File: config.mk
export PLATFORM = sky130hd
export DESIGN_NAME = software_timer_bank_unit
export DESIGN_NICKNAME = d
export VERILOG_FILES = /design/src/rtl/swtb_pkg.sv /design/src/rtl/swtb_ctrl.sv /design/src/rtl/swtb_dp.sv /design/src/rtl/software_timer_bank_unit.sv
export SDC_FILE = /design/constraint.sdc
export NUM_CORES = 2
export LEC_CHECK = 0
export BUFFER_PORTS_ARGS = -buffer_cell sky130_fd_sc_hd__buf_2
export CAP_MARGIN = 5
export CORE_MARGIN = 4
export CORE_UTILIZATION = 57
export CTS_CLUSTER_DIAMETER = 120
export DETAILED_ROUTE_END_ITERATION = 10
export PLACE_DENSITY = 0.8
export SLEW_MARGIN = 20
export SYNTH_ARGS = -nofsm -noshare
export SYNTH_HDL_FRONTEND = slang
export SYNTH_HIERARCHICAL = 1
export SYNTH_SLANG_ARGS = --single-unit
export TNS_END_PERCENT = 1
File: constraint.sdc
create_clock -name clk -period 3.1 [get_ports clk]
set_input_delay 0.775 -clock clk [delete_from_list [all_inputs] [get_ports clk]]
set_output_delay 0.775 -clock clk [all_outputs]
set_load 0.05 [all_outputs]
File: src/rtl/swtb_pkg.sv
// Shared constants and types for the software timer bank.
// Used by every module of the block; depends on nothing.
package swtb_pkg;

  localparam int NUM_TIMERS   = 8;
  localparam int TIMER_SEL_W  = (NUM_TIMERS > 1) ? $clog2(NUM_TIMERS) : 1;
  localparam int MODE_W       = 3;
  localparam int INDEX_W      = 3;
  localparam int COUNT_W      = 32;
  localparam int MASK_W       = 8;
  localparam int APB_ADDR_W   = 1;
  localparam int APB_DATA_W   = 32;

  localparam logic [COUNT_W-1:0] COUNT_LIMIT = 32'h7FFF_FFFF;

  localparam logic [MODE_W-1:0] MODE_TICK  = 3'd0;
  localparam logic [MODE_W-1:0] MODE_START = 3'd1;
  localparam logic [MODE_W-1:0] MODE_STOP  = 3'd2;
  localparam logic [MODE_W-1:0] MODE_SET   = 3'd3;
  localparam logic [MODE_W-1:0] MODE_READ  = 3'd4;

  localparam logic [APB_ADDR_W-1:0] ADDR_COUNT_UP_MASK = 1'd0;

  typedef struct packed {
    logic tick;
    logic start;
    logic stop;
    logic set;
    logic load;
  } swtb_cmd_t;

endpackage

File: src/rtl/swtb_ctrl.sv
// Controller: request handshake, mode decode and result register occupancy.
// Depends on swtb_pkg.
module swtb_ctrl (
  input  logic                          clk,
  input  logic                          rst_n,
  input  logic                          in_valid,
  output logic                          in_stall,
  input  logic [swtb_pkg::MODE_W-1:0]   in_mode,
  output logic                          out_valid,
  input  logic                          out_stall,
  output swtb_pkg::swtb_cmd_t           cmd
);

  typedef enum logic {
    OUT_EMPTY,
    OUT_FULL
  } state_t;

  state_t state_r;
  state_t state_nxt;
  logic   fire;

  assign in_stall  = (state_r == OUT_FULL) && out_stall;
  assign fire      = in_valid && !in_stall;
  assign out_valid = (state_r == OUT_FULL);

  always_comb begin
    cmd = '0;
    if (fire) begin
      case (in_mode)
        swtb_pkg::MODE_TICK:  cmd.tick  = 1'b1;
        swtb_pkg::MODE_START: cmd.start = 1'b1;
        swtb_pkg::MODE_STOP:  cmd.stop  = 1'b1;
        swtb_pkg::MODE_SET:   cmd.set   = 1'b1;
        swtb_pkg::MODE_READ:  cmd.load  = 1'b1;
        default:              cmd       = '0;
      endcase
    end
  end

  always_comb begin
    state_nxt = state_r;
    case (state_r)
      OUT_EMPTY: if (cmd.load) state_nxt = OUT_FULL;
      OUT_FULL: begin
        if (!cmd.load && !out_stall) state_nxt = OUT_EMPTY;
      end
      default: state_nxt = OUT_EMPTY;
    endcase
  end

  always_ff @(posedge clk) begin
    if (!rst_n) begin
      state_r <= OUT_EMPTY;
    end else begin
      state_r <= state_nxt;
    end
  end

endmodule

File: src/rtl/swtb_dp.sv
// Datapath: timer counts, run flags, direction register and result register.
// Depends on swtb_pkg; driven by swtb_ctrl commands.
module swtb_dp (
  input  logic                              clk,
  input  logic                              rst_n,
  input  swtb_pkg::swtb_cmd_t               cmd,
  input  logic [swtb_pkg::INDEX_W-1:0]      in_timer_index,
  input  logic [swtb_pkg::COUNT_W-1:0]      in_set_value,
  output logic [swtb_pkg::COUNT_W-1:0]      out_read_value,
  output logic                              out_read_active,
  input  logic                              psel,
  input  logic                              penable,
  input  logic                              pwrite,
  input  logic [swtb_pkg::APB_ADDR_W-1:0]   paddr,
  input  logic [swtb_pkg::APB_DATA_W-1:0]   pwdata,
  output logic [swtb_pkg::APB_DATA_W-1:0]   prdata
);

  logic [swtb_pkg::COUNT_W-1:0]     count_r  [swtb_pkg::NUM_TIMERS];
  logic [swtb_pkg::COUNT_W-1:0]     count_nxt[swtb_pkg::NUM_TIMERS];
  logic [swtb_pkg::NUM_TIMERS-1:0]  active_r;
  logic [swtb_pkg::NUM_TIMERS-1:0]  active_nxt;
  logic [swtb_pkg::MASK_W-1:0]      mask_r;
  logic [swtb_pkg::COUNT_W-1:0]     read_value_r;
  logic                             read_active_r;
  logic [swtb_pkg::TIMER_SEL_W-1:0] sel;
  logic                             idx_ok;
  logic                             cfg_wr;

  assign sel    = in_timer_index[swtb_pkg::TIMER_SEL_W-1:0];
  assign idx_ok = ({1'b0, in_timer_index} < (swtb_pkg::INDEX_W+1)'(swtb_pkg::NUM_TIMERS));
  assign cfg_wr = psel && penable && pwrite && (paddr == swtb_pkg::ADDR_COUNT_UP_MASK);
  assign prdata = (paddr == swtb_pkg::ADDR_COUNT_UP_MASK) ?
                  {{(swtb_pkg::APB_DATA_W-swtb_pkg::MASK_W){1'b0}}, mask_r} : '0;

  always_comb begin
    for (int i = 0; i < swtb_pkg::NUM_TIMERS; i++) begin
      count_nxt[i]  = count_r[i];
      active_nxt[i] = active_r[i];
      if (cmd.tick && active_r[i]) begin
        if (mask_r[i]) begin
          if (count_r[i] < swtb_pkg::COUNT_LIMIT) count_nxt[i] = count_r[i] + 1'b1;
        end else begin
          if (count_r[i] != '0) count_nxt[i] = count_r[i] - 1'b1;
        end
      end
      if (idx_ok && (sel == swtb_pkg::TIMER_SEL_W'(i))) begin
        if (cmd.start) active_nxt[i] = 1'b1;
        if (cmd.stop)  active_nxt[i] = 1'b0;
        if (cmd.set)   count_nxt[i]  = in_set_value;
      end
    end
  end

  always_ff @(posedge clk) begin
    if (!rst_n) begin
      active_r <= '0;
      mask_r   <= '0;
      for (int i = 0; i < swtb_pkg::NUM_TIMERS; i++) count_r[i] <= '0;
    end else begin
      active_r <= active_nxt;
      for (int i = 0; i < swtb_pkg::NUM_TIMERS; i++) count_r[i] <= count_nxt[i];
      if (cfg_wr) mask_r <= pwdata[swtb_pkg::MASK_W-1:0];
    end
  end

  always_ff @(posedge clk) begin
    if (cmd.load) begin
      read_value_r  <= idx_ok ? count_r[sel] : '0;
      read_active_r <= idx_ok && active_r[sel];
    end
  end

  assign out_read_value  = read_value_r;
  assign out_read_active = read_active_r;

endmodule

File: src/rtl/software_timer_bank_unit.sv
// Top level of the software timer bank: controller plus datapath.
// Depends on swtb_pkg, swtb_ctrl and swtb_dp.
//
// Eight 32-bit timers that step together on a tick request (up-counters
// saturate at 2^31-1, down-counters at 0); start, stop, set and read address
// one timer. A request can be accepted each clock while in_stall is low; a
// read places its result in a one-entry output register, and in_stall
// rises only while that register is full and out_stall holds it.
// Direction bits live in count_up_mask at APB byte address 0. Reset clears
// all counts, run flags and the mask.
module software_timer_bank_unit (
  input  logic                              clk,
  input  logic                              rst_n,
  input  logic                              in_valid,
  output logic                              in_stall,
  input  logic [swtb_pkg::MODE_W-1:0]       in_mode,
  input  logic [swtb_pkg::INDEX_W-1:0]      in_timer_index,
  input  logic [swtb_pkg::COUNT_W-1:0]      in_set_value,
  output logic                              out_valid,
  input  logic                              out_stall,
  output logic [swtb_pkg::COUNT_W-1:0]      out_read_value,
  output logic                              out_read_active,
  input  logic                              psel,
  input  logic                              penable,
  input  logic                              pwrite,
  input  logic [swtb_pkg::APB_ADDR_W-1:0]   paddr,
  input  logic [swtb_pkg::APB_DATA_W-1:0]   pwdata,
  output logic [swtb_pkg::APB_DATA_W-1:0]   prdata,
  output logic                              pready
);

  swtb_pkg::swtb_cmd_t cmd;

  assign pready = 1'b1;

  swtb_ctrl u_ctrl (
    .clk       (clk),
    .rst_n     (rst_n),
    .in_valid  (in_valid),
    .in_stall  (in_stall),
    .in_mode   (in_mode),
    .out_valid (out_valid),
    .out_stall (out_stall),
    .cmd       (cmd)
  );

  swtb_dp u_dp (
    .clk             (clk),
    .rst_n           (rst_n),
    .cmd             (cmd),
    .in_timer_index  (in_timer_index),
    .in_set_value    (in_set_value),
    .out_read_value  (out_read_value),
    .out_read_active (out_read_active),
    .psel            (psel),
    .penable         (penable),
    .pwrite          (pwrite),
    .paddr           (paddr),
    .pwdata          (pwdata),
    .prdata          (prdata)
  );

endmodule

======== After elaboration in Yosys (flattened, before gate mapping) ========
Memories as Yosys holds them, arrays and structs flattened. A register that Yosys moved wholly into a read port is not among the register bits.
Cells that the tools add are included.
storage, ports and cells
  register bits ........................... 18
  input bits .............................. 78
  memories kept ........................... 1
  memory bits (writable) .................. 256
memory list
  name          depth  width  rd ports  clocked after Yosys merged registers in  write ports  line           source
  u_dp.count_r  8      32     9         1                                        8            swtb_dp.sv:19  logic [swtb_pkg::COUNT_W-1:0] count_r [swtb_pkg::NUM_TIMERS];
operators by class
  bitwise gates (word level) .............. 10
  $lt $le $gt $ge ......................... 9
  equality and inequality tests ........... 11
  mux-type cells .......................... 72
  add/sub/neg operators ................... 16
  reductions and logical operators ........ 36
operators by type and width
  cell                   count
  $mux 32                56
  $add 32x1->32 const B  8
  $lt 32x31->1 const B   8
  $reduce_bool 32->1     8
  $sub 32x1->32 const B  8
  $reduce_and 2->1       8
  $eq 3x3->1 const B     5
  $logic_and 1x1->1      14
  $eq 3x2->1 const B     4
  $mux 1                 12
  $mux 8                 1
  $or 1x1->1             8
  $eq 3x1->1 const B     2
  $logic_not 3->1        2
  $mux 5                 1
  $lt 3x4->1 const B     1
  $bmux 1 s3             1
  $logic_not 1->1        3
  $not 1->1              2
  $pmux 1 s2             1
  $reduce_bool 2->1      1

======== Logic depth before layout (Yosys ltp) ========
  word-level depth ........................ 9
  depth in mapped cells ................... 11
  mapped depth without buffers ............ 10

======== Modules after synthesis ========
Netlist, hierarchy kept.
modules (own cells, without submodules)
  module                    area each (µm²)  instances  cells each
  swtb_dp                   24036.8          1          3109
  swtb_ctrl                 125.1            1          11
  software_timer_bank_unit  11.3             1          2

======== Worst setup path before layout ========
No wires, ideal clock.
  kind .................................... input -> register
  start ................................... input out_stall
  end ..................................... memory u_dp/count_r[6][16] (netlist name)
  required time ........................... 3.027 ns
  arrival time ............................ 3.162 ns
  cell stages on the path ................. 10
  path slack .............................. -0.136 ns
  cell sequence ........................... nand2_1 inv_2 nor4_1 and2_1 clkbuf_1 nand2_1 a311oi_4 a21oi_2 or4b_4 o211ai_2
RTL lines
  element             line                            source
  start: declaration  software_timer_bank_unit.sv:20  input logic out_stall,
  end: declaration    swtb_dp.sv:19

==> results.py <==
metrics = {
    "status": {
        "status": "finished clean",
    },
    "setup_path": {
        "cp_max_fo": 6,
        "crit_slowest_cell": "or4_1",
        "worstSetupPathType": "register to register",
        "crit_path_end_kind": "register",
        "cpLargestDelayFamily": "simple AND/OR/NAND/NOR gates",
        "r2r_cells": 7,
        "max_stage_delay_ps": 650,
        "startpoint_type": "register",
        "path_buf_inv": 0,
        "cp.depth": 7,
        "cp_data_arrival_time_ps": 3300,
        "cp.required_ps": 3510,
        "worstPathCellList": "or4_4 > or4_1 > nor3_1 > a21oi_1 > nor3_1 > xnor2_1 > a21oi_1",
    },
    "final_layout": {
        "final_util_pct": 65.3,
        "drive_gt1_share_pct": 18.3,
        "final_common_cell": "a21oi_1",
        "final_cell_mix": "a21oi_1 (294), o21ai_0 (287), dfxtp_1 (273)",
        "synthToLayoutAreaGrowth_pct": 13.4,
        "fillers": 3681,
        "final_nets": 3322,
    },
    "worst_hold_path": {
        "min_path_cells": 3,
        "hold_class": "input pin to register",
    },
    "clock_network": {
        "htreeDepth": 2,
        "cts_buffers": 37,
        "hold_buffers": 0,
        "cts_tree": "yes",
        "cts-root-buf": "clkbuf_16",
        "cts_sinks": 306,
        "clkSlewWorstSetupHoldPaths_ps": 60,
        "cts_max_path_buffers": 3,
        "clock_latency_ps": 570,
        "post_cts_buffers": 0,
    },
    "global_route": {
        "grt.total_usage_pct": 43.5,
        "antenna_found_initial": 8,
        "grt_max_degree": 76,
        "grt_pass1_vias": 24580,
        "grt_first_pass_wirelength_um": 154000,
        "overflow": 0,
    },
    "power_and_ir_drop": {
        "powerDensity_nw_per_um2": 373,
        "leakagePower_nw": 9.74,
        "ir_drop_mv": 0.454,
    },
    "timing": {
        "hold_viol_final": 0,
        "fin_skew_ps": 27.0,
        "fin_crit_ps": 2890,
        "slew_headroom_pct": 44.8,
        "rsz0062_at_grt": "no",
        "slew_violations": 0,
        "setup_violations": 0,
        "setup_tns_ps": 0,
        "period_share_pct": 93.1,
        "timing.fmax_mhz": 347,
        "tightestPinTransition_ps": 820,
    },
    "floorplan": {
        "ios": 146,
        "dieArea_um2": 45800,
        "die_y_um": 214,
        "die_w_um": 214,
        "rows": 75,
        "start_util_pct": 57.6,
        "core_region_area_um2": 41900,
    },
    "synth": {
        "ys_ff_latch": 306,
        "synth-seq-area-share_pct": 26.7,
        "synth_area_um2": 24200,
        "synth-edff-count": 33,
        "syn-mean-instance-area_um2": 7.74,
        "netlist-cell-type-count": 107,
        "synth_top_flop_cell": "dfxtp_1",
        "syn_inst": 3122,
        "ys_warn_count": 6,
        "async_reset_ff_share_pct": 0,
    },
    "placed_design": {
        "io_buffers": 96,
        "hpwl_um": 76700,
        "routabilityCongestion": 1.17,
    },
    "drt": {
        "wirelength_um": 105000,
        "dr.pass1.iters": 9,
        "drt-initial-drc-count": 4485,
        "viasPerCell": 7.17,
        "drcViolationCount": 0,
        "drt.antenna.violating_nets": 0,
        "wl_per_cell_um": 27.6,
        "vias": 27262,
    },
    "run": {
        "max_cap_violations": 0,
    },
}
==> timing repair <==
item	in CTS	in global routing
endpoints found under the setup margin	0	18
gates resized for setup	0	2
hold endpoints to repair	0	0
==> cell usage after synthesis (8+ instances only) <==
library cell,instances,area [um2]
dfxtp_1,273,5470
o31ai_1,11,82.6
clkbuf_1,247,927
and3_1,31,194
buf_2,21,105
xnor2_1,149,1310
or4_1,38,285
o211ai_1,16,120
nand2_1,185,694
nand3_1,152,761
xor2_1,70,613
nor3b_1,8,60.1
inv_1,38,143
edfxtp_1,33,991
or2_2,17,106
nand4_1,114,713
nand4b_1,8,70.1
a211oi_1,22,165
nor4b_1,12,105
or3_1,69,432
nor4_1,95,594
ha_1,24,300
o22ai_1,17,106
nor2_1,209,785
buf_4,25,188
o21ai_0,287,1440
nor3_1,170,851
a21oi_1,294,1470
mux2_2,36,405
o221ai_1,11,96.3
mux4_2,65,1460
buf_1,19,71.3
a41oi_1,23,201
and2_1,25,156
mux2i_1,17,170
nand2b_1,15,93.8
and4_1,33,289
a31oi_1,53,332
a32oi_1,11,96.3
nor2b_1,15,93.8
==> power breakdown <==
part / switching [mW] / internal [mW] / total (mW)
registers: 0.0695 / 4.03 / 4.10
clock network: 1.93 / 2.45 / 4.38
logic: 1.16 / 0.582 / 1.74
==> cell families (layout without fill, tap and decap cells) <==
logic type / count (synthesis) / after routing / share of synthesized area, %
AND/OR/NAND/NOR: 1247 / 1247 / 28.4
AO/OA/AOI/OAI: 853 / 853 / 21.1
buffers and inverters: 352 / 453 / 5.99
flip-flops: 306 / 306 / 26.7
XOR/XNOR: 219 / 219 / 7.93
multiplexers: 119 / 119 / 8.55
adder cells (fa/ha/maj): 24 / 24 / 1.24
other: 2 / 41 / 0.0311
==> through the flow <==
step	cell area (um2)	hold WS (ps)	instances	power (mW)	setup WS [ps]
global route	27400	465	3789	10.5	79.6
CTS	27300	439	3785	10.1	216
finish	27400	461	3801	10.2	214
floorplan	24300	467	3145	5.25	52.9
detailed placement	26200	513	3720	5.84	58.4
global placement	26200	504	3720	5.82	54.9
==> state kept, by name, indices dropped and copies added (netlist names) <==
signal / count
u_dp/mask_r: 8
u_dp/active_r: 8
u_ctrl/out_valid: 1
u_dp/out_read_value: 32
u_dp/out_read_active: 1
u_dp/count_r: 256
==> area by class of cell <==
cell class                      instances  area, um2  area share, %
Multi-Input combinational cell       2487      16400           59.9
Sequential cell                       306       6460           23.6
Timing Repair Buffer                  349       2490           9.08
Clock buffer                           42        975           3.56
Tap cell                              539        674           2.46
Clock inverter                         23        203          0.740
Inverter                               39        146          0.534
Antenna cell                           16       40.0          0.146
==> worst min-delay path: stages <==
cell and delay [ps]:
buf_2 100, nand2_1 50, a21oi_1 50
==> metal layers <==
layer | vias up | GRT usage [%] | part of all wire, %
met5 | - | 1.25 | 0.10
met4 | 6 | 23.5 | 6.0
met3 | 353 | 18.4 | 17
met2 | 2085 | 58.8 | 39
met1 | 12837 | 58.5 | 38
li1 | 11981 | - | -
==> final timing paths <==
| kind | from | to | slack (ps) |
|---|---|---|---|
| setup / recovery | u_dp/count_r[2][8] | u_dp/count_r[2][23] | 210 |
| hold / removal | pwdata[5] | u_dp/mask_r[5] | 460 |
| setup reg to reg | u_dp/count_r[2][8] | u_dp/count_r[2][23] | 210 |
| hold reg to reg | u_ctrl/out_valid | u_ctrl/out_valid | 530 |
Note: power is estimated with default switching activity, not from simulation.
